## config.mk

```make
export PLATFORM = sky130hd
export DESIGN_NAME = igew_front
export DESIGN_NICKNAME = d
export VERILOG_FILES = /design/src/hw/rtl/igew_pkg.sv /design/src/hw/rtl/igew_front.sv
export SDC_FILE = /design/constraint.sdc
export NUM_CORES = 1
export LEC_CHECK = 0
export BUFFER_PORTS_ARGS = -buffer_cell sky130_fd_sc_hd__buf_2
export CORE_MARGIN = 3
export CORE_UTILIZATION = 50
export CTS_BUF_LIST = sky130_fd_sc_hd__clkbuf_4
export DETAILED_ROUTE_END_ITERATION = 6
export HOLD_SLACK_MARGIN = 0.08
export PLACE_DENSITY = 0.72
export SKIP_LAST_GASP = 1
export SLEW_MARGIN = 30
export SYNTH_ARGS = -nofsm -noshare
export SYNTH_HDL_FRONTEND = slang
export SYNTH_SLANG_ARGS = --single-unit
export TNS_END_PERCENT = 50
```

## constraint.sdc

```tcl
create_clock -name clk -period 2.9 [get_ports clk]
set_input_delay 0 -clock clk [delete_from_list [all_inputs] [get_ports clk]]
set_output_delay 0 -clock clk [all_outputs]
set_load 0.05 [all_outputs]
```

## src/hw/rtl/igew_pkg.sv

```systemverilog
// igew_pkg: shared types and fixed constants of the pixel-grid edge weight block.
// Standalone; used by igew_front, igew_emitter and the top level.
package igew_pkg;

    localparam int IDX_BITS  = 24;   // linear pixel index width
    localparam int SIZE_BITS = 13;   // width of the size registers
    localparam int CFG_BITS  = 2;    // register index width

    // Register indexes on the configuration port
    localparam logic [CFG_BITS-1:0] CFG_IMAGE_WIDTH  = 2'd0;
    localparam logic [CFG_BITS-1:0] CFG_IMAGE_HEIGHT = 2'd1;
    localparam logic [CFG_BITS-1:0] CFG_WEIGHT_MODE  = 2'd2;

    // Record kinds
    localparam logic REC_VERTEX = 1'b0;
    localparam logic REC_EDGE   = 1'b1;

    // Weight modes
    localparam logic MODE_ABS_DIFF = 1'b0;
    localparam logic MODE_AVERAGE  = 1'b1;

    localparam logic [SIZE_BITS-1:0] SIZE_RESET = 13'd4096;

    // Control part of one pixel held between front end and emitter
    typedef struct packed {
        logic                has_left;
        logic                has_up;
        logic [IDX_BITS-1:0] here;
        logic [IDX_BITS-1:0] left_index;
        logic [IDX_BITS-1:0] up_index;
    } item_t;

endpackage

```

## src/hw/rtl/igew_front.sv

```systemverilog
// igew_front: configuration registers, raster counters and the held pixel register.
// Depends on igew_pkg.
module igew_front #(
    parameter int MAX_WIDTH  = 4096,
    parameter int MAX_HEIGHT = 4096,
    parameter int PIXEL_BITS = 16,
    parameter int CB         = 12
) (
    input  logic                               clk,
    input  logic                               rst_n,
    input  logic                               cfg_write,
    input  logic [igew_pkg::CFG_BITS-1:0]      cfg_index,
    input  logic [igew_pkg::SIZE_BITS-1:0]     cfg_data,
    input  logic                               accept,
    input  logic                               release_item,
    input  logic [PIXEL_BITS-1:0]              pixel_value,
    output logic [CB-1:0]                      column,
    output logic                               item_valid,
    output igew_pkg::item_t                    item,
    output logic [PIXEL_BITS-1:0]              item_pixel,
    output logic [PIXEL_BITS-1:0]              item_left,
    output logic                               weight_mode
);

    localparam int EW  = $clog2(MAX_WIDTH + 1);
    localparam int EH  = $clog2(MAX_HEIGHT + 1);
    localparam int RB  = (MAX_HEIGHT > 1) ? $clog2(MAX_HEIGHT) : 1;
    localparam int IB  = igew_pkg::IDX_BITS;

    logic [igew_pkg::SIZE_BITS-1:0] width_reg;
    logic [igew_pkg::SIZE_BITS-1:0] height_reg;
    logic                           mode_reg;
    logic [CB-1:0]                  col_reg;
    logic [CB-1:0]                  col_next;
    logic [RB-1:0]                  row_reg;
    logic [RB-1:0]                  row_next;
    logic [IB-1:0]                  count_reg;
    logic [IB-1:0]                  count_next;
    logic [PIXEL_BITS-1:0]          left_pixel_reg;
    logic                           item_valid_reg;
    igew_pkg::item_t                item_reg;
    igew_pkg::item_t                item_next;
    logic [PIXEL_BITS-1:0]          pix_reg;
    logic [PIXEL_BITS-1:0]          left_reg;
    logic [EW-1:0]                  width_eff;
    logic [EH-1:0]                  height_eff;
    logic [CB:0]                    col_inc;
    logic [RB:0]                    row_inc;

    // clamp sizes to the range one .. maximum
    always_comb
    begin
        if (width_reg == '0)
            width_eff = EW'(1);
        else if (32'(width_reg) > 32'(MAX_WIDTH))
            width_eff = EW'(MAX_WIDTH);
        else
            width_eff = EW'(width_reg);

        if (height_reg == '0)
            height_eff = EH'(1);
        else if (32'(height_reg) > 32'(MAX_HEIGHT))
            height_eff = EH'(MAX_HEIGHT);
        else
            height_eff = EH'(height_reg);
    end

    // advance the raster counters, wrap at row and frame end
    always_comb
    begin
        col_inc    = {1'b0, col_reg} + 1'b1;
        row_inc    = {1'b0, row_reg} + 1'b1;
        col_next   = col_inc[CB-1:0];
        row_next   = row_reg;
        count_next = count_reg + 1'b1;
        if (32'(col_inc) >= 32'(width_eff))
        begin
            col_next = '0;
            row_next = row_inc[RB-1:0];
            if (32'(row_inc) >= 32'(height_eff))
            begin
                row_next   = '0;
                count_next = '0;
            end
        end
    end

    always_comb
    begin
        item_next.has_left   = (col_reg != '0);
        item_next.has_up     = (row_reg != '0);
        item_next.here       = count_reg;
        item_next.left_index = count_reg - 1'b1;
        item_next.up_index   = count_reg - IB'(width_eff);
    end

    always_ff @(posedge clk or negedge rst_n)
    begin
        if (!rst_n)
        begin
            width_reg      <= igew_pkg::SIZE_RESET;
            height_reg     <= igew_pkg::SIZE_RESET;
            mode_reg       <= igew_pkg::MODE_ABS_DIFF;
            col_reg        <= '0;
            row_reg        <= '0;
            count_reg      <= '0;
            left_pixel_reg <= '0;
            item_valid_reg <= 1'b0;
        end
        else
        begin
            if (cfg_write)
            begin
                case (cfg_index)
                    igew_pkg::CFG_IMAGE_WIDTH:  width_reg  <= cfg_data;
                    igew_pkg::CFG_IMAGE_HEIGHT: height_reg <= cfg_data;
                    igew_pkg::CFG_WEIGHT_MODE:  mode_reg   <= cfg_data[0];
                    default: ;
                endcase
            end
            if (accept)
            begin
                col_reg        <= col_next;
                row_reg        <= row_next;
                count_reg      <= count_next;
                left_pixel_reg <= pixel_value;
                item_valid_reg <= 1'b1;
            end
            else if (release_item)
            begin
                item_valid_reg <= 1'b0;
            end
        end
    end

    always_ff @(posedge clk)
    begin
        if (accept)
        begin
            item_reg <= item_next;
            pix_reg  <= pixel_value;
            left_reg <= left_pixel_reg;
        end
    end

    assign column      = col_reg;
    assign item_valid  = item_valid_reg;
    assign item        = item_reg;
    assign item_pixel  = pix_reg;
    assign item_left   = left_reg;
    assign weight_mode = mode_reg;

`ifndef SYNTH
    a_col_in_range: assert property (@(posedge clk) disable iff (!rst_n)
        32'(col_reg) < 32'(MAX_WIDTH))
        else $error("column counter beyond line buffer depth");

    a_accept_free: assert property (@(posedge clk) disable iff (!rst_n)
        accept |-> (!item_valid_reg || release_item))
        else $error("pixel taken while held item not released");

    a_left_index: assert property (@(posedge clk) disable iff (!rst_n)
        accept |=> (item_reg.left_index == item_reg.here - 1'b1))
        else $error("left index not one below current index");
`endif

endmodule

```

-- Yosys cells after proc, flatten, opt, wreduce, memory -nomap -nowiden
Index checks and enable logic that the tools add are counted.
- bits in read-only memories: 0
- memories: 0
- bits in writable memories: 0
- word-level logic and storage cells: 46
- output and inout bits: 120
- bits of input ports: 36
- bits in latches: 0
- register bits after elaboration: 198
- order comparisons: 4
- bitwise operators: 0
- shift operators: 0
- add/subtract/negate cells: 5
- equality and inequality tests: 2
- divide/modulo/power cells: 0
- mux-type cells: 10
- multipliers: 0
- reductions and logical operators: 10
- operators by type and width (operator ; count):
    $mux W13 ; 4
    $mux W24 ; 2
    $add A12 B1 Y13 const B ; 2
    $ge A13 B13 Y1 ; 2
    $gt A13 B13 Y1 const B ; 2
    $logic_not A13 Y1 ; 2
    $add A24 B1 Y24 const B ; 1
    $mux W12 ; 2
    $reduce_bool A12 Y1 ; 2
    $sub A24 B1 Y24 const B ; 1
    $sub A24 B13 Y24 ; 1
    $reduce_and A2 Y1 ; 4
    $eq A2 B1 Y1 const B ; 1
    $eq A2 B2 Y1 const B ; 1
    $logic_not A2 Y1 ; 1
    $mux W1 ; 2
    $reduce_bool A2 Y1 ; 1

-- Depth between registers and ports, before layout
Gate-level depths: netlist (run 1).
- depth after elaboration: 6
- depth in mapped cells: 13
- mapped depth without buffers: 12

-- Worst setup path before layout (run 1)
No wires, ideal clock.
- path type: register to register
- start: register col_reg[0] (netlist: column[0])
- end: register row_reg[11]
- arrival: 3204 ps
- buffers on the path: 1
- data required time: 2775 ps
- setup time: 125 ps
- cell stages (with the launch flop): 13
- slack: -428 ps
- path through: dfrtp_1 ha_1 and3_1 and3_1 and2_1 and3_1 ha_1 nand4_1 or3_1 o21ai_1 buf_4 nand2_1 o2bb2ai_1
- cells in the longest elaborated chain, start to end: 3
- RTL lines (what ; line ; RTL):
    start, declared ; igew_front.sv:33 ; logic [CB-1:0] col_reg;
    start signal, assigned ; igew_front.sv:123 ; col_reg <= col_next;
    $add A12 B1 Y13 ; igew_front.sv:71 ; col_inc = {1'b0, col_reg} + 1'b1;
    $ge A13 B13 Y1 ; igew_front.sv:76 ; if (32'(col_inc) >= 32'(width_eff))
    $reduce_and A2 Y1 (no source line) ; - ;
    end signal, assigned ; igew_front.sv:124 ; row_reg <= row_next;
    end, declared ; igew_front.sv:35 ; logic [RB-1:0] row_reg;
No other way between the ends.
A chain may end at the register's enable or synchronous reset.

-- Worst setup path in the final report (run 1)
- start: register col_reg[0] (netlist: column[0])
- end: register count_reg[4]
- cells in the longest elaborated chain, start to end: 3
- RTL lines (what ; line ; RTL):
    $add A12 B1 Y13 ; igew_front.sv:71 ;
    $ge A13 B13 Y1 ; igew_front.sv:76 ;
    $mux W24 ; igew_front.sv:76 ;
    end signal, assigned ; igew_front.sv:125 ; count_reg <= count_next;
    end, declared ; igew_front.sv:37 ; logic [IB-1:0] count_reg;
No other way between the ends.

==> summary by stage, run 1 <==
Run status
The flow ran to the end, but the final reports show violations. The final reports fail on negative setup slack.

Synth
The fraction of registers with async set or reset after synthesis is 0.465. For this run, the leading register cell type out of synthesis is sky130_fd_sc_hd__edfxtp_1. The share of synthesized area in the top cell type comes to 0.336. The average instance area after synthesis is 12.3 sq um. The number of instances in the synthesized netlist is 773. Yosys printed 0 warnings. The synthesized netlist contains 63 unique library cells. The number of synthesized register bits is 198. The cell taking the most area after synthesis is sky130_fd_sc_hd__edfxtp_1. The proportion of synthesized chip area in sequential cells is 0.579. The number of synthesized flops with an enable pin is 106.

By area the synthesized netlist is led by sky130_fd_sc_hd__edfxtp_1 (34%), sky130_fd_sc_hd__dfrtp_1 (24%), sky130_fd_sc_hd__ha_1 (5.9%). The post-synthesis cell area is 9480 sq um. The net count after synthesis is 855.

Pwr
The leakage power of the design is 5.32 nW. Dividing total power by cell area gives a power density of 838 nW/um^2. Summing internal, switching and leakage power gives 10.3 mW. The worst-case IR drop observed on VDD is 591 uV.

STA
The worst clock skew on the final layout is 0.0368 ns. For the pin with the worst max-slew slack, the measured transition is 0.807 ns. The smallest clock period supported by the final layout is computed as 3.04 ns. The final number of setup-violating endpoints is 37. Setup repair after global routing could not meet its margin everywhere. The post-route setup TNS is -2.79 ns.

The portion of the clock cycle consumed by the worst path in the final layout is 1.05. The maximum clock frequency is 329 MHz. The hold violation total from the final report is 0. The hold slack is 0.140 ns. The max-slew violation total from the final report was 0. In the post-route analysis, the smallest setup slack over all paths is -0.141 ns. The tightest slew margin relative to the limit is 0.462.

Min path
In this run the worst hold path is classified as in -> reg.

Placement
Summing all placed instances gives a cell area of 10900 sq um. The port buffer count is 155. Prior to clock tree synthesis, the placed netlist has a worst setup slack of -0.256 ns. The congestion estimate from routability-driven global placement came to 0.863.

The cell total after placement is 1181. The HPWL after detailed placement is 15200 microns.

Critical path
The number of cells on the worst reg-to-reg path is 13. The start point of the critical path is column[0]. The setup slack on the worst flop-to-flop path is -0.14 ns. The worst setup path is of the reg -> reg kind. STA classifies the critical path endpoint as a flip-flop. Following the worst setup path forward leads to its endpoint at count_reg[4]. The origin of the critical flop-to-flop path is column[0]. The critical path required time is 3.38 ns. The worst register-to-register path ends at count_reg[4].

The worst setup path is launched from a flip-flop. Along the worst path, the maximum fanout reaches 11. Data arrives at the worst endpoint at 3.52 ns.

Global route
The via count of the first global-routing pass was 6697. For this run the aggregate overflow at the end of global routing stands at 0. The first-pass GRT wire length is 34200 microns. The aggregate global-route resource usage is 0.210.

The initial antenna violation count is 1. Entering global routing, the biggest net connects 70 pins.

Job
Across the run, the number of max-cap violations was 0.

Detailed routing
The via density per instance is 5.39. The first-pass detailed-route iteration total is 5. The routed layout has 6931 vias. The number of antenna-violating nets in the routed design is 0.

In this run the top signal layer used is met4. In the detailed route, the total length drawn on met3 is 930 microns. The routed length per instance is 17.2 microns. The count of routing violations after the opening detailed-route iteration is 423.

The routed length on met2 is 11000 microns. The residual DRC count is 0. The routed wire length is 22100 microns. The total routed wire length on the met1 layer is 9770 microns.

Clocking
Clock-pin slew was measured on the worst setup and hold paths at 0.19 ns. Buffers inserted during clock tree synthesis total 17. The tree is rooted in a sky130_fd_sc_hd__clkbuf_4. The clock tree synthesis step divided the H-tree into 4 levels. The buffer levels on the longest clock path is 2. The clock tree from TritonCTS is done.

The clock latency at the later pin of the worst-skew pair is 0.60 ns. The clock drives 198 sinks.

Cells and area
The ratio of cells with drive above 1 in the final layout is 0.375. Leaving out filler cells and counting taps, the final layout contains 1285. The fill cell instance count of the final layout is 1416. In the layout the commonest cells are sky130_fd_sc_hd__buf_2 (153), sky130_fd_sc_hd__edfxtp_1 (106), sky130_fd_sc_hd__dfrtp_1 (81). The multi-input combinational cells in the finished layout cover a total of 4060 sq um. The area growth from synthesis to layout is 29.3%.

The final standard cell utilization of the core is 0.671. The total non-filler cell area in the finished layout is 12300 sq um. The leading cell type in the layout, fill and taps excluded is sky130_fd_sc_hd__buf_2.

The number of nets in the final layout is 1124. The register area is 5500 sq um. The flip-flop count of the largest register, all copies and words added is 74.

Floorplan
For this design the top-level I/O count stands at 156. The placeable core area is 18300 sq um. The initial standard-cell utilization of the core is 0.519.

The floorplan step set the die width to 144 microns. The die height is 144 microns. The floorplan has 49 rows.

The die covers 20600 sq um.
-- where the power goes --
| group | internal (mW) | switching, mW |
|---|---|---|
| sequential | 3.65 | 0.354 |
| combinational | 1.82 | 2.99 |
| clock | 0.393 | 1.05 |
| total | 5.86 | 4.40 |
-- cells by family (layout without fill, tap and decap cells) --
kind of cell,Yosys count,count (layout),share of synthesized area
AND/OR/NAND/NOR,238,238,0.130
flip-flops,198,198,0.579
AO/OA/AOI/OAI,98,98,0.0739
XOR/XNOR,80,80,0.0739
buffers and inverters,70,352,0.0308
adder cells (fa/ha/maj),46,46,0.0615
multiplexers,43,43,0.0511
other,0,1,0
-- worst min-delay path by stage --
stage                          startpoint                  to  slack [ns]  cells past startpoint
after global placement              rst_n  left_pixel_reg[12]        0.03                      1
after detailed placement            rst_n  left_pixel_reg[12]        0.03                      1
after floorplan                     rst_n           column[0]       -0.30                      0
after CTS                  pixel_value[4]       item_pixel[4]        0.08                      2
after global routing       pixel_value[3]       item_pixel[3]         0.1                      2
final                     pixel_value[14]      item_pixel[14]        0.14                      2
-- worst max-delay path, cell delays in order, from the launching register on --
cell and delay (ns):
sky130_fd_sc_hd__dfrtp_2 0.47, sky130_fd_sc_hd__ha_4 0.16, sky130_fd_sc_hd__and3_4 0.17, sky130_fd_sc_hd__and3_4 0.19, sky130_fd_sc_hd__and2_4 0.14, sky130_fd_sc_hd__and3_4 0.18, sky130_fd_sc_hd__ha_4 0.26, sky130_fd_sc_hd__nand4_1 0.10
sky130_fd_sc_hd__or3_4 0.36, sky130_fd_sc_hd__o21a_4 0.23, sky130_fd_sc_hd__a211oi_4 0.28, sky130_fd_sc_hd__buf_6 0.17, sky130_fd_sc_hd__clkbuf_16 0.16, sky130_fd_sc_hd__nor2_1 0.04
-- timing repair --
item	in CTS	in global routing
resized for setup	8	63
hold buffers	48	0
setup buffers	9	13
cloned	0	2
endpoints found under the setup margin	34	61
pin swaps	19	29
endpoints found under the hold margin	179	0
-- cells in the mapped netlist (all sizes together) (17+ instances only) --
cell and n:
clkbuf 22, mux2 43, dfrtp 90, edfxtp 106, xnor2 45, ha 45
inv 33, nand3 29, nor2 48, a21oi 17, nand2 76, o21ai 21
xor2 35
-- layer usage --
metal	GRT usage	vias to the layer above
met5	0	-
met4	0.0644	0
met3	0.0316	23
met2	0.350	187
met1	0.287	3394
li1	-	3327
-- cell type report --
| cell class | instances | area share |
|---|---|---|
| diodes | 1 | 0.000204 |
| clock buffers | 17 | 0.0104 |
| clock inverters | 15 | 0.0127 |
| inverters | 33 | 0.0101 |
| multi-input cells | 505 | 0.331 |
| flip-flops and latches | 198 | 0.449 |
| well taps | 229 | 0.0234 |
| repair buffers | 287 | 0.163 |
Power figures use the tool's default switching activity.
==> inputs of run 2 (changes only) <==
==> constraint.sdc (replaced) <==
create_clock -name clk -period 2.9 [get_ports clk]
set_input_delay 0.29 -clock clk [delete_from_list [all_inputs] [get_ports clk]]
set_output_delay 0.29 -clock clk [all_outputs]
set_load 0.05 [all_outputs]
==> summary by stage, run 2 (synthesis results as in run 1) <==
Pwr
The peak ir drop on the vdd network is 551 uV. In this run the static leakage power is 5.12 nW. The areal power density over the cells is 842 nW/um^2.

The total power consumption of the routed design is 9.92 mW.

Clocking
The total number of clock tree sinks is 198. The buffer levels on the longest clock path is 2. The total clock buffers created by CTS is 17.

The cell at the root of the clock tree is sky130_fd_sc_hd__clkbuf_4. Clock-pin slew was measured on the worst setup and hold paths at 0.17 ns. For the worst-skew pair, the clock arrives at the later sink with an insertion delay of 0.59 ns. The H-tree generated during clock tree synthesis spans 4 levels. TritonCTS built the clock tree.

Cells and area
The ratio of cells with drive above 1 in the final layout is 0.350. The library cell used most frequently in the layout, excluding fill and tap cells, is sky130_fd_sc_hd__buf_2. From synthesis to final layout, the design area changed by 24.3%.

Leaving out fill and tap cells, the most frequent cells in the layout are sky130_fd_sc_hd__buf_2 (153), sky130_fd_sc_hd__edfxtp_1 (106), sky130_fd_sc_hd__dfrtp_1 (81). The total non-filler cell area in the finished layout is 11800 sq um. The register with the most flip-flops in the layout has 74 of them. In the final design database the tool counted 1091 nets. The number of cells in the finished layout apart from fillers is 1253.

Global route
After global routing the overflow that remains totals 0. For this run, the total global-route usage over all layers was measured as 0.203. The via count of the first global-routing pass is 6404. The first global-routing pass estimated 32800 microns of wire.

The initial antenna violation count is 1. Entering global routing, the biggest net connects 78 pins.

Detailed routing
The via density per instance is 5.38. Wires add up to 21000 microns. The final route contains 6739 vias. The first-pass detailed-route iteration total is 5. The detail route stage leaves a number of antenna-violating nets equal to 0. After detailed routing, the average wire length per cell comes to 16.8 microns. For this block, the initial DRC count from the detailed router was 431.

The residual DRC count is 0.

Floorplan
The die height is 144 microns. The floorplan has 49 rows. The placeable core area is 18300 sq um. The count of pins on the block boundary is 156. The initial standard-cell utilization of the core is 0.519. The die is 144 microns wide. The die area is 20600 sq um.

STA
Measured against its own limit, the worst slew margin works out to 0.418. The max-slew violation total from the final report is 0. Timing would allow up to 338 MHz. The worst-margin pin slew is 0.872 ns. Of the available clock period, the critical path in the final layout requires 1.02. The post-layout minimum cycle time is 2.96 ns.

The minimum setup slack in the final design is -0.0583 ns. The hold violation total from the final report is 0. The final number of setup-violating endpoints is 15. The worst clock skew on the final layout is 0.0243 ns. Setup repair after global routing could not meet its margin everywhere.

Placement
The cell total after placement is 1178. The last weighted congestion value of the routability-driven placer is 0.828. After detailed placement, the total cell area comes to 10900 sq um. Summed over all nets, the half-perimeter wirelength after detailed placement is 14900 microns.

Before CTS, the worst setup slack after placement is -0.269 ns. In this run the tool buffered the top-level ports with 155 buffer cells.

Critical path
The cell that appears most often on the critical path is sky130_fd_sc_hd__and3_4. The setup check on the worst reg-to-reg path leaves a slack of -0.06 ns. For the worst setup path, the data required time is 3.34 ns. The critical path's largest stage delay is 0.46 ns.

For this design, the slowest cell found on the critical path is sky130_fd_sc_hd__dfrtp_2. The start point of the critical path is column[1]. The critical path class is reg -> reg. Counting both buffers and inverters, the worst setup path holds a total of 1.

Walking the worst path, the cells encountered are ha_4 -> and3_4 -> and3_4 -> and2_4 -> and3_4 -> ha_4 -> nand4_1 -> or3_4 -> o21a_1 -> a211oi_2 -> buf_12 -> a211oi_1. The worst register-to-register path has a depth of 12. The signal arrival time at the worst endpoint is 3.40 ns. The gate family responsible for the most delay along the worst path is simple AND/OR/NAND/NOR gates. The capture instance of the worst register-to-register path is count_reg[1]. The timing endpoint of the critical path is count_reg[1].

In this run the number of cells on the critical path is 12. STA classifies the critical path endpoint as a flip-flop. The biggest fanout along the worst timing path is 23. The nature of the critical path startpoint is a flip-flop. The origin of the critical flop-to-flop path is column[1].

Run status
The final reports fail on negative setup slack. The flow ran to the end, but the final reports show violations.

Job
The tool flagged a number of max-cap violations equal to 0.

Min path
The class of the tightest hold or removal check is in -> async.
## run 2: how the worst min path moves through the flow
stage	to	slack, ns
final	height_reg[11]	0.25
after global routing	width_reg[12]	0.22
after CTS	width_reg[12]	0.21
after detailed placement	left_pixel_reg[13]	0.18
after global placement	left_pixel_reg[12]	0.17
after floorplan	column[0]	-0.006
## run 2: tightest hold or removal path: cells and delay by family
family	cells	cell delay (ns)
buffers and inverters	3	0.98
## run 2: area by class of cell
type	instances	area (sq um)
Clock inverter	15	163
Fill cell	1418	6490
Antenna cell	2	5.00
Multi-Input combinational cell	505	3930
Tap cell	229	287
Sequential cell	198	5500
Timing Repair Buffer	254	1650
Inverter	33	124
Clock buffer	17	128
## run 2: report_power, final
group | total, mW | switching [mW] | internal (mW)
registers | 3.99 | 0.338 | 3.65
clock network | 1.47 | 1.00 | 0.467
logic | 4.47 | 2.88 | 1.59
total | 9.92 | 4.22 | 5.70
## run 2: layer usage
layer / vias to the layer above / GRT usage / wire (microns)
li1: 3261 / - / -
met1: 3270 / 0.285 / 9630
met2: 182 / 0.326 / 9980
met3: 26 / 0.0426 / 1060
met4: 0 / 0.0530 / 316
met5: - / 0 / 0
## run 2: through the flow
| stage | util | hold WS [ns] | setup TNS, ns |
|---|---|---|---|
| after floorplan | - | -0.00559 | -1.08 |
| after global placement | 0.598 | 0.173 | -0.827 |
| after detailed placement | 0.598 | 0.177 | -1.30 |
| after CTS | 0.635 | 0.205 | -0.580 |
| after global routing | 0.645 | 0.219 | -4.83 |
| final | 0.645 | 0.252 | -0.199 |
## run 2: repair_timing
action,4_1_cts,5_1_grt
endpoints found under the hold margin,160,0
buffers inserted,2,4
pin swaps,15,23
hold buffers,36,0
setup endpoints to repair,14,56
gates resized for setup,6,29
