### config.mk
export PLATFORM = sky130hd
export DESIGN_NAME = igew_emitter
export DESIGN_NICKNAME = d
export VERILOG_FILES = /design/src/hw/rtl/igew_pkg.sv /design/src/hw/rtl/igew_emitter.sv
export SDC_FILE = /design/constraint.sdc
export NUM_CORES = 1
export LEC_CHECK = 0
export ABC_CLOCK_PERIOD_IN_PS = 8170
export BUFFER_PORTS_ARGS = -buffer_cell sky130_fd_sc_hd__buf_2
export CAP_MARGIN = 20
export CELL_PAD_IN_SITES_DETAIL_PLACEMENT = 0
export CELL_PAD_IN_SITES_GLOBAL_PLACEMENT = 2
export CORE_MARGIN = 2
export CORE_UTILIZATION = 33
export CTS_CLUSTER_DIAMETER = 40
export CTS_CLUSTER_SIZE = 8
export DETAILED_ROUTE_END_ITERATION = 7
export PLACE_DENSITY = 0.87
export SYNTH_ARGS = -nofsm -noshare
export SYNTH_HDL_FRONTEND = slang
export SYNTH_SLANG_ARGS = --single-unit
### constraint.sdc
create_clock -name clk -period 8.17 [get_ports clk]
set_input_delay 0.817 -clock clk [delete_from_list [all_inputs] [get_ports clk]]
set_output_delay 0.817 -clock clk [all_outputs]
set_load 0.02 [all_outputs]
### src/hw/rtl/igew_pkg.sv
// igew_pkg: shared types and fixed constants of the pixel-grid edge weight block.
// Standalone; used by igew_front, igew_emitter and the top level.
package igew_pkg;

    localparam int IDX_BITS  = 24;   // linear pixel index width
    localparam int SIZE_BITS = 13;   // width of the size registers
    localparam int CFG_BITS  = 2;    // register index width

    // Register indexes on the configuration port
    localparam logic [CFG_BITS-1:0] CFG_IMAGE_WIDTH  = 2'd0;
    localparam logic [CFG_BITS-1:0] CFG_IMAGE_HEIGHT = 2'd1;
    localparam logic [CFG_BITS-1:0] CFG_WEIGHT_MODE  = 2'd2;

    // Record kinds
    localparam logic REC_VERTEX = 1'b0;
    localparam logic REC_EDGE   = 1'b1;

    // Weight modes
    localparam logic MODE_ABS_DIFF = 1'b0;
    localparam logic MODE_AVERAGE  = 1'b1;

    localparam logic [SIZE_BITS-1:0] SIZE_RESET = 13'd4096;

    // Control part of one pixel held between front end and emitter
    typedef struct packed {
        logic                has_left;
        logic                has_up;
        logic [IDX_BITS-1:0] here;
        logic [IDX_BITS-1:0] left_index;
        logic [IDX_BITS-1:0] up_index;
    } item_t;

endpackage

### src/hw/rtl/igew_emitter.sv
// igew_emitter: turns one held pixel into vertex and edge records, one per cycle unless the record port stalls.
// Depends on igew_pkg.
module igew_emitter #(
    parameter int PIXEL_BITS = 16
) (
    input  logic                               clk,
    input  logic                               rst_n,
    input  logic                               item_valid,
    input  igew_pkg::item_t                    item,
    input  logic [PIXEL_BITS-1:0]              item_pixel,
    input  logic [PIXEL_BITS-1:0]              item_left,
    input  logic [PIXEL_BITS-1:0]              item_up,
    input  logic                               weight_mode,
    input  logic                               out_ready,
    output logic                               release_item,
    output logic                               out_valid,
    output logic                               record_kind,
    output logic [igew_pkg::IDX_BITS-1:0]      first_index,
    output logic [igew_pkg::IDX_BITS-1:0]      second_index,
    output logic [PIXEL_BITS-1:0]              vertex_value,
    output logic [PIXEL_BITS:0]                weight_halves,
    output logic                               last
);

    localparam int IB = igew_pkg::IDX_BITS;

    logic                  vert_done_reg;
    logic                  left_done_reg;
    logic                  emit;
    logic                  is_vertex;
    logic                  is_left;
    logic                  rec_last;
    logic [PIXEL_BITS-1:0] other;
    logic [PIXEL_BITS-1:0] diff;
    logic [PIXEL_BITS:0]   weight;
    logic [IB-1:0]         rec_first;

    logic                  out_valid_reg;
    logic                  kind_reg;
    logic [IB-1:0]         first_reg;
    logic [IB-1:0]         second_reg;
    logic [PIXEL_BITS-1:0] value_reg;
    logic [PIXEL_BITS:0]   weight_reg;
    logic                  last_reg;

    assign emit      = item_valid && (!out_valid_reg || out_ready);
    assign is_vertex = !vert_done_reg;
    assign is_left   = vert_done_reg && item.has_left && !left_done_reg;

    always_comb
    begin
        if (is_vertex)
            rec_last = !item.has_left && !item.has_up;
        else if (is_left)
            rec_last = !item.has_up;
        else
            rec_last = 1'b1;
    end

    assign release_item = emit && rec_last;

    // edge weight in halves: twice the difference, or the sum
    assign other = is_left ? item_left : item_up;
    assign diff  = (item_pixel >= other) ? (item_pixel - other) : (other - item_pixel);
    always_comb
    begin
        if (weight_mode == igew_pkg::MODE_AVERAGE)
            weight = {1'b0, item_pixel} + {1'b0, other};
        else
            weight = {diff, 1'b0};
    end

    assign rec_first = is_left ? item.left_index : item.up_index;

    always_ff @(posedge clk or negedge rst_n)
    begin
        if (!rst_n)
        begin
            vert_done_reg <= 1'b0;
            left_done_reg <= 1'b0;
            out_valid_reg <= 1'b0;
        end
        else
        begin
            if (release_item)
            begin
                vert_done_reg <= 1'b0;
                left_done_reg <= 1'b0;
            end
            else if (emit)
            begin
                vert_done_reg <= 1'b1;
                if (is_left)
                    left_done_reg <= 1'b1;
            end
            if (emit)
                out_valid_reg <= 1'b1;
            else if (out_ready)
                out_valid_reg <= 1'b0;
        end
    end

    always_ff @(posedge clk)
    begin
        if (emit)
        begin
            last_reg <= rec_last;
            if (is_vertex)
            begin
                kind_reg   <= igew_pkg::REC_VERTEX;
                first_reg  <= item.here;
                second_reg <= '0;
                value_reg  <= item_pixel;
                weight_reg <= '0;
            end
            else
            begin
                kind_reg   <= igew_pkg::REC_EDGE;
                first_reg  <= rec_first;
                second_reg <= item.here;
                value_reg  <= '0;
                weight_reg <= weight;
            end
        end
    end

    assign out_valid     = out_valid_reg;
    assign record_kind   = kind_reg;
    assign first_index   = first_reg;
    assign second_index  = second_reg;
    assign vertex_value  = value_reg;
    assign weight_halves = weight_reg;
    assign last          = last_reg;

`ifndef SYNTH
    a_release_restart: assert property (@(posedge clk) disable iff (!rst_n)
        release_item |=> (!vert_done_reg && !left_done_reg))
        else $error("progress flags not cleared after item release");

    a_left_after_vertex: assert property (@(posedge clk) disable iff (!rst_n)
        left_done_reg |-> vert_done_reg)
        else $error("left edge sent before vertex");

    a_edge_exists: assert property (@(posedge clk) disable iff (!rst_n)
        (emit && !is_vertex) |-> (item.has_left || item.has_up))
        else $error("edge record for a pixel with no neighbour");
`endif

endmodule

[After elaboration in Yosys (flattened, before gate mapping)]
Index checks and enable logic that the tools add are counted.
Word-level totals
  bits of input ports: 127
  register bits: 86
Operators by class
  reduce and logical (&&, ||, !) cells: 15
  add/subtract/negate cells: 3
  $lt $le $gt $ge: 1
  multiplexer cells: 15
Operators with widths (number)
  2-to-1 mux 24 bit: 2
  2-to-1 mux 16 bit: 2
  subtractor 16 bit: 2
  adder 16 x 16 -> 17 bit: 1
  2-to-1 mux 17 bit: 1
  greater-or-equal comparator 16 bit: 1
  2-to-1 mux 1 bit: 10
  nonzero test 2 bit: 3
  logical AND 1 bit: 5
  logical NOT 1 bit: 4
  AND reduction 2 bit: 2
  logical OR 1 bit: 1

[Depth between registers and ports, before layout]
Gate-level depths: netlist of run 1.
  depth after elaboration: 7
  mapped depth: 16

[Worst setup path after synthesis of run 1]
OpenSTA, ideal clock, no wires.
  path type: input to output
  start: in out_ready
  end: out release_item
  cell stages on the path: 4
  arrival time: 3.882 ns
  slack: 3.471 ns
  path buffers: 1
  cells stage by stage: nand2b_1 and2_1 clkbuf_1 and2_1
On the way
  word-level cells in the longest chain between the ends: 3
Ends and longest elaborated chain
  start, declared: RTL line igew_emitter.sv:14  | input logic out_ready,
  logical OR 1 bit: RTL line igew_emitter.sv:46  | assign emit = item_valid && (!out_valid_reg || out_ready);
  logical AND 1 bit: RTL line igew_emitter.sv:46
  via emit: RTL line igew_emitter.sv:29  | logic emit;
  logical AND 1 bit: RTL line igew_emitter.sv:60  | assign release_item = emit && rec_last;
  end, declared: RTL line igew_emitter.sv:15  | output logic release_item,
The timed path passes the listed nets, and every way through them passes these cells.

[Final worst setup path of run 1]
  start: reg vert_done_reg
  end: reg weight_reg[7] (netlist: weight_halves[7]), data pin
On the way
  word-level cells in the longest chain between the ends: 6
  elaborated cells on any way between the ends: 9
Ends and longest elaborated chain
  start, declared: RTL line igew_emitter.sv:27  | logic vert_done_reg;
  start signal, assigned: RTL line igew_emitter.sv:79  | vert_done_reg <= 1'b0;
  start signal, assigned: RTL line igew_emitter.sv:87  | vert_done_reg <= 1'b0;
  start signal, assigned: RTL line igew_emitter.sv:92  | vert_done_reg <= 1'b1;
  logical AND 1 bit (2 in a row): RTL line igew_emitter.sv:48  | assign is_left = vert_done_reg && item.has_left && !left_done_reg;
  2-to-1 mux 16 bit: RTL line igew_emitter.sv:63  | assign other = is_left ? item_left : item_up;
  subtractor 16 bit or greater-or-equal comparator 16 bit (tied branches): RTL line igew_emitter.sv:64  | assign diff = (item_pixel >= other) ? (item_pixel - other) : (other - item_pixel);
  2-to-1 mux 16 bit: RTL line igew_emitter.sv:64
  2-to-1 mux 17 bit: RTL line igew_emitter.sv:67  | if (weight_mode == igew_pkg::MODE_AVERAGE)
  end signal, assigned: RTL line igew_emitter.sv:122  | weight_reg <= weight;
  end, declared: RTL line igew_emitter.sv:43  | logic [PIXEL_BITS:0] weight_reg;
Parallel ways exist; a longest one is shown, timed or not.
A chain may end at the register's enable or synchronous reset.

==> results of run 1 <==
-- routing by layer --
metal | share of wire, % | wire (µm) | GRT usage, %
met4 | 1.5 | 265 | 5.00
met3 | 5.9 | 1070 | 3.02
met2 | 47 | 8550 | 30.0
met5 | 0 | 0 | 0
met1 | 45 | 8150 | 23.1
-- worst max-delay path by stage --
| stage | slack, ps | startpoint | end |
|---|---|---|---|
| 2_1_floorplan | 3470 | out_ready | release_item |
| 3_3_place_gp | 3400 | item[73] | weight_halves[7] |
| 3_5_place_dp | 3320 | item[73] | weight_halves[7] |
| 4_1_cts | 3610 | vert_done_reg | weight_halves[7] |
| 5_1_grt | 3310 | vert_done_reg | weight_halves[7] |
| 6_report | 3650 | vert_done_reg | weight_halves[7] |
-- per-stage QoR --
step / instance area [µm²] / utilization, % / total power [mW] / hold slack (ps) / setup slack, ps
global route: 7700 / 41.4 / 1.75 / 243 / 3310
floorplan: 6220 / - / 1.08 / 423 / 3470
finish: 7700 / 41.4 / 1.65 / 254 / 3650
CTS: 7700 / 41.4 / 1.67 / 241 / 3610
global placement: 7420 / 39.9 / 1.26 / 479 / 3400
detailed placement: 7420 / 39.9 / 1.26 / 485 / 3320
-- synth_stat cells, drive strengths merged (9+ instances only) --
master / number / share of area [%]
edfxtp: 83 / 40
ha: 47 / 9.5
inv: 47 / 2.8
o211ai: 10 / 1.2
and2: 26 / 2.6
mux2i: 34 / 5.5
nor2: 84 / 5.1
nor3: 9 / 0.72
o21ai: 16 / 1.7
a21oi: 52 / 4.2
nand2: 26 / 1.6
buf: 18 / 1.7
xnor2: 19 / 2.7
nand2b: 9 / 0.91
a211oi: 12 / 1.8
mux2: 18 / 3.3
clkbuf: 18 / 1.1
-- area by class of cell --
class / count / area (µm²)
fill: 1852 / 10900
multi-input combinational: 450 / 3300
sequential: 86 / 2570
timing repair buffer: 214 / 1080
tap: 234 / 293
clock buffer: 10 / 229
inverter: 47 / 176
clock inverter: 6 / 52.6
-- power by group through the flow --
stage                     clock network (mW)  registers, mW  logic [mW]
after detailed placement                   0          0.596       0.663
after global placement                     0          0.594       0.663
final                                  0.409          0.584       0.661
after CTS                              0.417          0.586       0.667
after floorplan                            0          0.642       0.434
after global routing                   0.432          0.590       0.729
-- cells by family after synthesis --
kind of cell    Yosys count
compound gates          137
xor+xnor                 22
fa+ha+maj                50
buf+inv                  83
flops                    86
mux                      52
simple gates            189
==> impl_table.tex, run 1 <==
\begin{tabular}{lr}
\hline
Metric & Value \\
\hline
\multicolumn{2}{l}{\textbf{Final layout}} \\
Layout overhead on the synthesized area & 23.9\% \\
Commonest cells after routing, fill and taps aside & sky130\_fd\_sc\_hd\_\_buf\_2 (211), sky130\_fd\_sc\_hd\_\_nor2\_1 (84), sky130\_fd\_sc\_hd\_\_edfxtp\_1 (83) \\
Proportion of layout cells with a drive suffix above 1 & 33.7\% \\
Total inserted antenna cells & 0 \\
Leading cell type in the layout, fill and taps excluded & sky130\_fd\_sc\_hd\_\_buf\_2 \\
Net count, final & 985 \\
Filler-free cell count of the finished design & 1047 \\
\multicolumn{2}{l}{\textbf{Yosys}} \\
XOR/XNOR share of the synthesized area & 3.10\% \\
Number of unique standard cell types used by synthesis & 61 \\
Share of flip-flops with an asynchronous set or reset & 3.49\% \\
Main combinational cell family by area after synthesis & compound AO/OA/AOI/OAI gates \\
Mean post-synth cell area & 10.0 µm² \\
Share of the synthesized area in compound gates (AO/OA/AOI/OAI) & 16.1\% \\
Post-synthesis instance total & 619 \\
Post-Synth Simple-Gate Area & 14.7\% \\
Share of the yosys chip area belonging to registers & 41.3\% \\
Summed instance area of the synthesized netlist & 0.00622 mm² \\
Multiplexer share of the synthesized area & 8.74\% \\
Synth Net Count & 796 \\
Count of flip-flops with a built-in enable after synthesis & 83 \\
Most instantiated flip-flop cell in the synthesis netlist & sky130\_fd\_sc\_hd\_\_edfxtp\_1 \\
\#FFs+latches synth & 86 \\
Number of warnings reported in the yosys synthesis log & 0 \\
Adder-Cell Fraction of Synth Area & 10.4\% \\
\multicolumn{2}{l}{\textbf{Status}} \\
Result of the run & finished, final reports clean \\
\multicolumn{2}{l}{\textbf{Clock tree}} \\
Root buffer cell & sky130\_fd\_sc\_hd\_\_clkbuf\_16 \\
Number of buffers added by the clock tree synthesis step & 9 \\
Clock latency of the later-clocked register in the worst-skew pair & 340 ps \\
Total clock sinks & 86 \\
Postcts setup bufs & 0 \\
CTS H-tree lvls & 3 \\
Post-cts repair resize count & 0 \\
Hold bufs inserted after CTS & 0 \\
CTS tree & done \\
Maximum number of buffers from clock root to sink & 2 \\
Clock slew at the register clock pins of the worst setup and hold paths & 70 ps \\
\multicolumn{2}{l}{\textbf{STA}} \\
Tcrit/Tclk final & 55.3\% \\
Number of hold-slack violations in the final timing report & 0 \\
RSZ-0062 raised after global routing & no \\
Fin. max-slew vios & 0 \\
Setup tns final & 0 ps \\
Min Clock Period, post-route & 4520 ps \\
Max Clk Rate & 221 MHz \\
Slew HR & 51.3\% \\
Count of final setup violators & 0 \\
Actual slew at the worst max-slew pin & 730 ps \\
Clock skew & 8.65 ps \\
\multicolumn{2}{l}{\textbf{Drt}} \\
Number of routed nets with antenna violations & 0 \\
Final WL & 18000 µm \\
Detailed-route vias per instance & 4.94 \\
DRC violations left & 0 \\
Routed len/inst & 17.2 µm \\
Pre-antenna DRT Iters & 4 \\
Number of vias after detailed routing & 5172 \\
Initial DRC count & 247 \\
\multicolumn{2}{l}{\textbf{Setup path}} \\
Highest fanout seen on the critical path & 30 \\
Worst setup path category & reg -> reg \\
Critical path capture point type & flop \\
Worst R2R Start & vert\_done\_reg \\
Worst reg2reg setup slack & 3650 ps \\
Type of origin of the critical path & flop \\
Number of cells on the critical path & 12 \\
Critical register-to-register path endpoint & weight\_halves[7] \\
Worst path cell trace & nand2\_2, buf\_4, mux2\_2, ha\_1, inv\_1, nor2\_1, a211oi\_2, o21ai\_4, mux2i\_1, o32ai\_2, mux2i\_1, o211ai\_1 \\
Delay contributed by the slowest stage of the critical path & 660 ps \\
Arr. time, crit path & 4600 ps \\
Top delay family on crit path & multiplexers \\
Slowest cell on the critical path & sky130\_fd\_sc\_hd\_\_dfrtp\_2 \\
Count of buffering cells on the critical path with inverters included & 2 \\
Depth of the worst register-to-register path & 12 \\
Worst endpoint required time & 8250 ps \\
Crit-path most repeated cell & sky130\_fd\_sc\_hd\_\_mux2i\_1 \\
\multicolumn{2}{l}{\textbf{Power and ir drop}} \\
Gate power share & 40.0\% \\
Part of the power in registers & 35.3\% \\
Switching part of the total & 37.8\% \\
Leakage dissipation & 3.53 nW \\
Power Dens Cells & 215 mW/mm² \\
Switching power & 626 µW \\
Maximum resistive drop on vdd & 89.1 µV \\
Portion of total power attributed to the clock network & 24.7\% \\
Cell-internal power & 1.03 mW \\
\multicolumn{2}{l}{\textbf{GRT}} \\
GRT Resource Usage Total & 17.6\% \\
Pin count of the biggest net entering global routing & 71 \\
Global-route wire length before repair & 27100 µm \\
Initial antenna violation count & 0 \\
Via count of the first global-routing pass & 4938 \\
Sum of overflow across all layers after global routing & 0 \\
\multicolumn{2}{l}{\textbf{Die}} \\
Starting density of the core & 33.5\% \\
Die W & 141 µm \\
Std-Cell Core Area & 0.0186 mm² \\
Die Footprint & 0.0200 mm² \\
Boundary Pins & 212 \\
Height of the die & 141 µm \\
Std cell rows & 50 \\
\multicolumn{2}{l}{\textbf{Job}} \\
Maximum Capacitance Violations & 0 \\
\multicolumn{2}{l}{\textbf{Hold path}} \\
Worst min-delay path category & in -> async \\
\multicolumn{2}{l}{\textbf{Place}} \\
Detailed placer's ending HPWL & 13700 µm \\
Buffers on Ports & 211 \\
Inst Count DP & 1031 \\
Placer congestion estimate & 0.822 \\
\hline
\end{tabular}
(Power assumes the default switching activity.)
==> run 2: changes to the inputs <==
--- a/config.mk
+++ b/config.mk
@@ -5,17 +5,17 @@
 export SDC_FILE = /design/constraint.sdc
 export NUM_CORES = 1
 export LEC_CHECK = 0
-export ABC_CLOCK_PERIOD_IN_PS = 8170
+export ABC_CLOCK_PERIOD_IN_PS = 4300
 export BUFFER_PORTS_ARGS = -buffer_cell sky130_fd_sc_hd__buf_2
 export CAP_MARGIN = 20
 export CELL_PAD_IN_SITES_DETAIL_PLACEMENT = 0
 export CELL_PAD_IN_SITES_GLOBAL_PLACEMENT = 2
 export CORE_MARGIN = 2
-export CORE_UTILIZATION = 33
+export CORE_UTILIZATION = 31
 export CTS_CLUSTER_DIAMETER = 40
 export CTS_CLUSTER_SIZE = 8
 export DETAILED_ROUTE_END_ITERATION = 7
-export PLACE_DENSITY = 0.87
+export PLACE_DENSITY = 0.83
 export SYNTH_ARGS = -nofsm -noshare
 export SYNTH_HDL_FRONTEND = slang
 export SYNTH_SLANG_ARGS = --single-unit
==> constraint.sdc (replaced) <==
create_clock -name clk -period 4.3 [get_ports clk]
set_input_delay 0.43 -clock clk [delete_from_list [all_inputs] [get_ports clk]]
set_output_delay 0.43 -clock clk [all_outputs]
set_load 0.02 [all_outputs]
==> impl_table.tex, run 2 (synthesized netlist as in run 1, its figures left out) <==
\begin{tabular}{lr}
\hline
Metric & Value \\
\hline
\multicolumn{2}{l}{\textbf{STA}} \\
Actual slew at the worst max-slew pin & 917 ps (+187 ps) \\
Number of hold-slack violations in the final timing report & 0 (unchanged) \\
RSZ-0062 raised after global routing & no \\
Min Clock Period, post-route & 3880 ps (-635 ps) \\
Tcrit/Tclk final & 90.3\% (+35 points) \\
Setup tns final & 0 ps (unchanged) \\
Count of final setup violators & 0 (unchanged) \\
Slew HR & 38.9\% (-12 points) \\
Max Clk Rate & 258 MHz (+16\%) \\
Fin. max-slew vios & 0 (unchanged) \\
Clock skew & 9.60 ps (+0.949 ps) \\
Final hold slack & 303 ps (+48.4 ps) \\
\multicolumn{2}{l}{\textbf{Drt}} \\
Initial DRC count & 176 (-29\%) \\
Number of vias after detailed routing & 5191 (+0.37\%) \\
Routed len/inst & 16.4 µm (-4.9\%) \\
Pre-antenna DRT Iters & 5 (+1) \\
Detailed-route vias per instance & 4.74 (-4.1\%) \\
DRC violations left & 0 (unchanged) \\
Number of routed nets with antenna violations & 0 (unchanged) \\
Final WL & 18000 µm (-0.41\%) \\
\multicolumn{2}{l}{\textbf{Clock tree}} \\
Clock latency of the later-clocked register in the worst-skew pair & 340 ps (about the same) \\
Root buffer cell & sky130\_fd\_sc\_hd\_\_clkbuf\_16 \\
Hold bufs inserted after CTS & 1 (+1) \\
Post-cts repair resize count & 0 (unchanged) \\
Total clock sinks & 86 (unchanged) \\
CTS tree & done \\
Clock slew at the register clock pins of the worst setup and hold paths & 70 ps (about the same) \\
Postcts setup bufs & 0 (unchanged) \\
Number of buffers added by the clock tree synthesis step & 9 (unchanged) \\
CTS H-tree lvls & 3 (unchanged) \\
Maximum number of buffers from clock root to sink & 2 (unchanged) \\
\multicolumn{2}{l}{\textbf{Setup path}} \\
Worst endpoint required time & 4390 ps (-3860 ps) \\
Worst path cell trace & nor2b\_1, nand2\_2, buf\_4, mux2\_2, ha\_1, nand4\_1, a311oi\_2, a211oi\_2, o21ai\_4, mux2i\_1, o32ai\_2, mux2i\_1, o211ai\_1 \\
Delay contributed by the slowest stage of the critical path & 470 ps (-190 ps) \\
Critical path capture point type & flop \\
Slowest cell on the critical path & sky130\_fd\_sc\_hd\_\_ha\_1 \\
Crit-path most repeated cell & sky130\_fd\_sc\_hd\_\_mux2i\_1 \\
Count of buffering cells on the critical path with inverters included & 1 (-1) \\
Arr. time, crit path & 3970 ps (-630 ps) \\
Highest fanout seen on the critical path & 11 (-63\%) \\
Type of origin of the critical path & flop \\
Worst setup path category & reg -> reg \\
Top delay family on crit path & compound AO/OA/AOI/OAI gates \\
\multicolumn{2}{l}{\textbf{GRT}} \\
Initial antenna violation count & 0 (unchanged) \\
Sum of overflow across all layers after global routing & 0 (unchanged) \\
GRT Resource Usage Total & 16.4\% (-1.2 points) \\
Global-route wire length before repair & 27600 µm (+1.6\%) \\
Pin count of the biggest net entering global routing & 98 (+38\%) \\
Via count of the first global-routing pass & 5106 (+3.4\%) \\
\multicolumn{2}{l}{\textbf{Final layout}} \\
Total inserted antenna cells & 0 (unchanged) \\
Commonest cells after routing, fill and taps aside & sky130\_fd\_sc\_hd\_\_buf\_2 (211), sky130\_fd\_sc\_hd\_\_nor2\_1 (84), sky130\_fd\_sc\_hd\_\_edfxtp\_1 (83) \\
Layout overhead on the synthesized area & 27.0\% \\
Leading cell type in the layout, fill and taps excluded & sky130\_fd\_sc\_hd\_\_buf\_2 \\
Net count, final & 1003 (+1.8\%) \\
Count of fill cells added during filler insertion & 2037 (+10\%) \\
Proportion of layout cells with a drive suffix above 1 & 35.0\% (+1.3 points) \\
\multicolumn{2}{l}{\textbf{Die}} \\
Std-Cell Core Area & 0.0196 mm² (+5.4\%) \\
Std cell rows & 51 (+2.0\%) \\
Height of the die & 146 µm (+3.1\%) \\
Die Footprint & 0.0212 mm² (+6.3\%) \\
Starting density of the core & 31.7\% (-1.7 points) \\
Boundary Pins & 212 (unchanged) \\
Die W & 146 µm (+3.1\%) \\
\multicolumn{2}{l}{\textbf{Status}} \\
Result of the run & finished, final reports clean \\
\multicolumn{2}{l}{\textbf{Power and ir drop}} \\
Gate power share & 41.0\% (+1.0 points) \\
Switching part of the total & 36.6\% (-1.2 points) \\
Maximum resistive drop on vdd & 166 µV (+86\%) \\
Switching power & 1.18 mW (+89\%) \\
Part of the power in registers & 33.7\% (-1.6 points) \\
Portion of total power attributed to the clock network & 25.3\% (+0.6 points) \\
Cell-internal power & 2.04 mW (+99\%) \\
Leakage dissipation & 3.61 nW (+2.4\%) \\
Power Dens Cells & 408 mW/mm² (+90\%) \\
\multicolumn{2}{l}{\textbf{Hold path}} \\
Worst min-delay path category & in -> reg \\
\multicolumn{2}{l}{\textbf{Job}} \\
Maximum Capacitance Violations & 0 (unchanged) \\
\multicolumn{2}{l}{\textbf{Place}} \\
Placer congestion estimate & 0.826 (+0.51\%) \\
Buffers on Ports & 211 (unchanged) \\
Detailed placer's ending HPWL & 13700 µm (+0.21\%) \\
\hline
\end{tabular}
-- run 2: changes by cell type in the layout (fill, tap and decap cells not counted), sizes merged --
cell         change
buf             +17
clkinv           -3
clkinvlp         +3
bufinv           +1
dlygate4sd3      +1
inv              -1
-- run 2: area by class of cell --
class / instances / area (µm²) / share of cell area [%]
timing repair buffer: 232 / 1220 / 15.4
clock inverter: 6 / 70.1 / 0.888
sequential: 86 / 2570 / 32.5
tap: 265 / 332 / 4.20
clock buffer: 10 / 229 / 2.90
inverter: 47 / 176 / 2.23
multi-input combinational: 450 / 3300 / 41.8
-- run 2: final timing paths --
| check | start | endpoint | slack, ps | cells after the start |
|---|---|---|---|---|
| worst max-delay path | left_done_reg | weight_halves[7] | 420 | 13 |
| worst min-delay path | item_valid | out_valid | 300 | 2 |
| worst max register to register | left_done_reg | weight_halves[7] | 420 | 13 |
| worst min register to register | left_done_reg | left_done_reg | 510 | 2 |
| max in group asynchronous | rst_n | vert_done_reg | 3760 | 2 |
| min in group asynchronous | rst_n | vert_done_reg | 420 | 2 |
-- run 2: power groups by stage --
| stage | Combinational [mW] | Clock, mW | Sequential [mW] |
|---|---|---|---|
| 2_1_floorplan | 0.825 | 0 | 1.22 |
| 3_3_place_gp | 1.33 | 0 | 1.10 |
| 3_5_place_dp | 1.33 | 0 | 1.10 |
| 4_1_cts | 1.33 | 0.848 | 1.09 |
| 5_1_grt | 1.45 | 0.871 | 1.09 |
| 6_report | 1.32 | 0.816 | 1.08 |
-- run 2: layer usage --
metal | GRT usage [%] | share of wire (%) | vias to the layer above
li1 | - | - | 2612
met1 | 21.9 | 47 | 2387
met2 | 27.5 | 46 | 177
met3 | 3.10 | 5.6 | 15
met4 | 4.46 | 1.3 | 0
met5 | 0 | 0 | -
-- run 2: metrics by stage --
step | setup slack [ps] | instance area [µm²] | std cells | power, mW | util (%)
after global routing | 207 | 7890 | 1096 | 3.41 | 40.3
after detailed placement | 202 | 7580 | 1079 | 2.43 | 38.7
final | 418 | 7890 | 1096 | 3.22 | 40.3
after CTS | 406 | 7890 | 1096 | 3.27 | 40.3
after floorplan | 355 | 6220 | 619 | 2.04 | -
after global placement | 360 | 7580 | 1079 | 2.43 | 38.7
-- run 2: worst register-to-register path, cell delays in order, from the launching register on --
cell                       delay, ps
sky130_fd_sc_hd__dfrtp_1         390
sky130_fd_sc_hd__nor2b_1         210
sky130_fd_sc_hd__nand2_2         180
sky130_fd_sc_hd__buf_4           240
sky130_fd_sc_hd__mux2_2          320
sky130_fd_sc_hd__ha_1            470
sky130_fd_sc_hd__nand4_1         260
sky130_fd_sc_hd__a311oi_2        320
sky130_fd_sc_hd__a211oi_2        100
sky130_fd_sc_hd__o21ai_4         340
sky130_fd_sc_hd__mux2i_1         350
sky130_fd_sc_hd__o32ai_2         150
sky130_fd_sc_hd__mux2i_1         180
sky130_fd_sc_hd__o211ai_1        110
==> run 3: changes to the inputs <==
--- a/config.mk
+++ b/config.mk
@@ -5,16 +5,18 @@
 export SDC_FILE = /design/constraint.sdc
 export NUM_CORES = 1
 export LEC_CHECK = 0
+export ABC_AREA = 1
 export ABC_CLOCK_PERIOD_IN_PS = 4300
 export BUFFER_PORTS_ARGS = -buffer_cell sky130_fd_sc_hd__buf_2
 export CAP_MARGIN = 20
 export CELL_PAD_IN_SITES_DETAIL_PLACEMENT = 0
 export CELL_PAD_IN_SITES_GLOBAL_PLACEMENT = 2
 export CORE_MARGIN = 2
-export CORE_UTILIZATION = 31
+export CORE_UTILIZATION = 29
 export CTS_CLUSTER_DIAMETER = 40
 export CTS_CLUSTER_SIZE = 8
 export DETAILED_ROUTE_END_ITERATION = 7
+export GPL_ROUTABILITY_DRIVEN = 0
 export PLACE_DENSITY = 0.83
 export SYNTH_ARGS = -nofsm -noshare
 export SYNTH_HDL_FRONTEND = slang
==> impl_table.tex, run 3 <==
\begin{tabular}{lr}
\hline
Metric & Value \\
\hline
\multicolumn{2}{l}{\textbf{Status}} \\
Result of the run & finished, final reports clean \\
\multicolumn{2}{l}{\textbf{Setup path}} \\
Type of origin of the critical path & flop \\
Worst setup path category & reg -> reg \\
Highest fanout seen on the critical path & 23 (+12) \\
Arr. time, crit path & 3500 ps (-470 ps) \\
Critical path capture point type & flop \\
Worst endpoint required time & 4390 ps (about the same) \\
\multicolumn{2}{l}{\textbf{Drt}} \\
Final WL & 23600 µm (+31\%) \\
Initial DRC count & 494 (+180\%) \\
Routed len/inst & 16.1 µm (-1.6\%) \\
DRC violations left & 0 (unchanged) \\
Detailed-route vias per instance & 4.61 (-2.6\%) \\
Number of vias after detailed routing & 6741 (+30\%) \\
Number of routed nets with antenna violations & 0 (unchanged) \\
Pre-antenna DRT Iters & 7 (+2) \\
\multicolumn{2}{l}{\textbf{GRT}} \\
Global-route wire length before repair & 36500 µm (+32\%) \\
Highest-utilization routing layer at the global route stage & met2 \\
Fraction of met2 tracks used by global routing & 31.1\% (+3.6 points) \\
Global routing usage on met3 & 3.31\% (+0.20 points) \\
Fraction of met1 tracks used by global routing & 24.4\% (+2.5 points) \\
Via count of the first global-routing pass & 6564 (+29\%) \\
Sum of overflow across all layers after global routing & 0 (unchanged) \\
Pin count of the biggest net entering global routing & 70 (-29\%) \\
Initial antenna violation count & 0 (unchanged) \\
GRT Resource Usage Total & 18.5\% (+2.0 points) \\
\multicolumn{2}{l}{\textbf{STA}} \\
RSZ-0062 raised after global routing & no \\
Post-route worst setup slack & 887 ps (+469 ps) \\
Slew HR & 47.4\% (+8.5 points) \\
Clock skew & 21.4 ps (+11.8 ps) \\
Fin. max-slew vios & 0 (unchanged) \\
Tcrit/Tclk final & 79.4\% (-11 points) \\
Count of final setup violators & 0 (unchanged) \\
Final hold slack & 353 ps (+50.7 ps) \\
Number of hold-slack violations in the final timing report & 0 (unchanged) \\
Max Clk Rate & 293 MHz (+14\%) \\
Min Clock Period, post-route & 3410 ps (-469 ps) \\
Setup tns final & 0 ps (unchanged) \\
Actual slew at the worst max-slew pin & 784 ps (-133 ps) \\
\multicolumn{2}{l}{\textbf{Yosys}} \\
Summed instance area of the synthesized netlist & 0.00700 mm² (+13\%) \\
Post-synthesis instance total & 940 (+52\%) \\
Yosys top cell by area & sky130\_fd\_sc\_hd\_\_edfxtp\_1 \\
Post-synth top area share & 35.6\% (-4.5 points) \\
Count of flip-flops with a built-in enable after synthesis & 83 (unchanged) \\
Most instantiated cells after synthesis & sky130\_fd\_sc\_hd\_\_nand2\_1 (255), sky130\_fd\_sc\_hd\_\_inv\_1 (153), sky130\_fd\_sc\_hd\_\_edfxtp\_1 (83) \\
Synth Net Count & 1117 (+40\%) \\
Mean post-synth cell area & 7.45 µm² (-26\%) \\
Share of the yosys chip area belonging to registers & 36.7\% (-4.6 points) \\
Number of unique standard cell types used by synthesis & 41 (-33\%) \\
Top-count cell post-synth & sky130\_fd\_sc\_hd\_\_nand2\_1 \\
Top cells by area, synth & sky130\_fd\_sc\_hd\_\_edfxtp\_1 (36\%), sky130\_fd\_sc\_hd\_\_nand2\_1 (14\%), sky130\_fd\_sc\_hd\_\_ha\_1 (8.4\%) \\
Share of flip-flops with an asynchronous set or reset & 3.49\% (unchanged) \\
Number of warnings reported in the yosys synthesis log & 0 (unchanged) \\
Most instantiated flip-flop cell in the synthesis netlist & sky130\_fd\_sc\_hd\_\_edfxtp\_1 \\
\#FFs+latches synth & 86 (unchanged) \\
\multicolumn{2}{l}{\textbf{Clock tree}} \\
Clock slew at the register clock pins of the worst setup and hold paths & 80 ps (about the same) \\
Number of buffers added by the clock tree synthesis step & 9 (unchanged) \\
Postcts setup bufs & 0 (unchanged) \\
Maximum number of buffers from clock root to sink & 2 (unchanged) \\
Root buffer cell & sky130\_fd\_sc\_hd\_\_clkbuf\_16 \\
Clock latency of the later-clocked register in the worst-skew pair & 360 ps (+20 ps) \\
CTS tree & done \\
Post-cts repair resize count & 0 (unchanged) \\
Total clock sinks & 86 (unchanged) \\
CTS H-tree lvls & 3 (unchanged) \\
\multicolumn{2}{l}{\textbf{Power and ir drop}} \\
Power Dens Cells & 437 mW/mm² (+7.0\%) \\
Maximum resistive drop on vdd & 239 µV (+44\%) \\
Leakage dissipation & 4.47 nW (+24\%) \\
Final total power & 3.77 mW (+17\%) \\
\multicolumn{2}{l}{\textbf{Final layout}} \\
Layout overhead on the synthesized area & 23.1\% \\
Net count, final & 1315 (+31\%) \\
Commonest cells after routing, fill and taps aside & sky130\_fd\_sc\_hd\_\_nand2\_1 (255), sky130\_fd\_sc\_hd\_\_buf\_2 (211), sky130\_fd\_sc\_hd\_\_inv\_1 (152) \\
Total inserted antenna cells & 0 (unchanged) \\
Proportion of layout cells with a drive suffix above 1 & 26.4\% (-8.6 points) \\
Utilization after layout & 36.5\% (-3.8 points) \\
Final cell area excluding filler cells & 0.00862 mm² (+9.2\%) \\
Count of fill cells added during filler insertion & 2598 (+28\%) \\
Leading cell type in the layout, fill and taps excluded & sky130\_fd\_sc\_hd\_\_nand2\_1 \\
Filler-free cell count of the finished design & 1461 (+33\%) \\
\multicolumn{2}{l}{\textbf{Hold path}} \\
Worst min-delay path category & in -> reg \\
\multicolumn{2}{l}{\textbf{Die}} \\
Height of the die & 159 µm (+9.5\%) \\
Std cell rows & 56 (+9.8\%) \\
Die W & 159 µm (+9.5\%) \\
Boundary Pins & 212 (unchanged) \\
Std-Cell Core Area & 0.0236 mm² (+21\%) \\
Starting density of the core & 29.7\% (-2.1 points) \\
Die Footprint & 0.0254 mm² (+20\%) \\
\multicolumn{2}{l}{\textbf{Place}} \\
Inst Count DP & 1445 (+34\%) \\
Post-place instance area & 0.00832 mm² (+9.7\%) \\
Buffers on Ports & 211 (unchanged) \\
Worst slack at placement & 658 ps (+455 ps) \\
Detailed placer's ending HPWL & 18100 µm (+32\%) \\
\multicolumn{2}{l}{\textbf{Job}} \\
Maximum Capacitance Violations & 0 (unchanged) \\
\hline
\end{tabular}
-- run 3: changes by cell type in the layout (fill, tap and decap cells not counted), moves of 12 or more --
| cell | change |
|---|---|
| sky130_fd_sc_hd__a21oi_1 | -13 |
| sky130_fd_sc_hd__xnor2_1 | -16 |
| sky130_fd_sc_hd__o21ai_0 | +62 |
| sky130_fd_sc_hd__nand3_2 | +18 |
| sky130_fd_sc_hd__inv_1 | +105 |
| sky130_fd_sc_hd__nand4_1 | +12 |
| sky130_fd_sc_hd__and2_1 | -23 |
| sky130_fd_sc_hd__mux2_2 | -17 |
| sky130_fd_sc_hd__nand3_1 | +63 |
| sky130_fd_sc_hd__mux2i_1 | -34 |
| sky130_fd_sc_hd__nand2_1 | +230 |
| sky130_fd_sc_hd__nor2_1 | -16 |
-- run 3: logic make-up (layout without fill, tap and decap cells) --
kind of cell	Yosys count	in the layout	synth area share [%]
adders and majority gates	50	50	9.25
buffers and inverters	197	399	11.8
DFF	86	86	36.7
AOI/OAI and AO/OA	137	137	11.1
and+or+nand+nor	461	461	30.1
xor gates and xnor gates	9	9	1.13
-- run 3: path summary, 6_finish.rpt --
path	slack (ps)	start	end	depth (start not counted)
worst max-delay path	890	vert_done_reg	weight_halves[10]	16
worst min-delay path	350	item[66]	second_index[18]	3
min in group asynchronous	430	rst_n	left_done_reg	2
worst min register to register	520	left_done_reg	left_done_reg	2
worst max register to register	890	vert_done_reg	weight_halves[10]	16
max in group asynchronous	3750	rst_n	vert_done_reg	2
-- run 3: metal layers --
layer  wire [µm]  share of wire, %
met5           0                 0
met4         411               1.7
met3        1390               5.9
met2       10900                46
met1       10900                46
-- run 3: cell type report --
type	count	area, µm²	area share (%)
clock buffers	9	225	2.61
clock inverters	6	70.1	0.813
inverters	162	609	7.07
multi-input cells	657	3610	41.9
flip-flops and latches	86	2570	29.8
well taps	319	399	4.63
repair buffers	222	1140	13.2
-- run 3: timing repair --
action	4_1_cts	5_1_grt
hold endpoints to repair	3	0
endpoints found under the setup margin	0	0
hold buffers	1	0
-- run 3: power by group --
| part | internal, mW | leakage (nW) | switching, mW |
|---|---|---|---|
| clock network | 0.453 | 0.135 | 0.384 |
| registers | 1.09 | 0.847 | 0.0290 |
| logic | 0.559 | 3.48 | 1.25 |
-- run 3: worst max-delay path, cell delays in order (launching register included) --
cell and delay (ps):
sky130_fd_sc_hd__dfrtp_2 400, sky130_fd_sc_hd__nand2_1 90, sky130_fd_sc_hd__nor2_2 50, sky130_fd_sc_hd__inv_2 370, sky130_fd_sc_hd__nand2_1 90, sky130_fd_sc_hd__o21ai_1 150
sky130_fd_sc_hd__ha_1 190, sky130_fd_sc_hd__inv_1 80, sky130_fd_sc_hd__fa_1 460, sky130_fd_sc_hd__nand3_1 120, sky130_fd_sc_hd__nand3_1 140, sky130_fd_sc_hd__nand2_2 120
sky130_fd_sc_hd__nand3_4 100, sky130_fd_sc_hd__a21oi_4 470, sky130_fd_sc_hd__nand3_1 170, sky130_fd_sc_hd__nand3_2 100, sky130_fd_sc_hd__a21oi_2 70
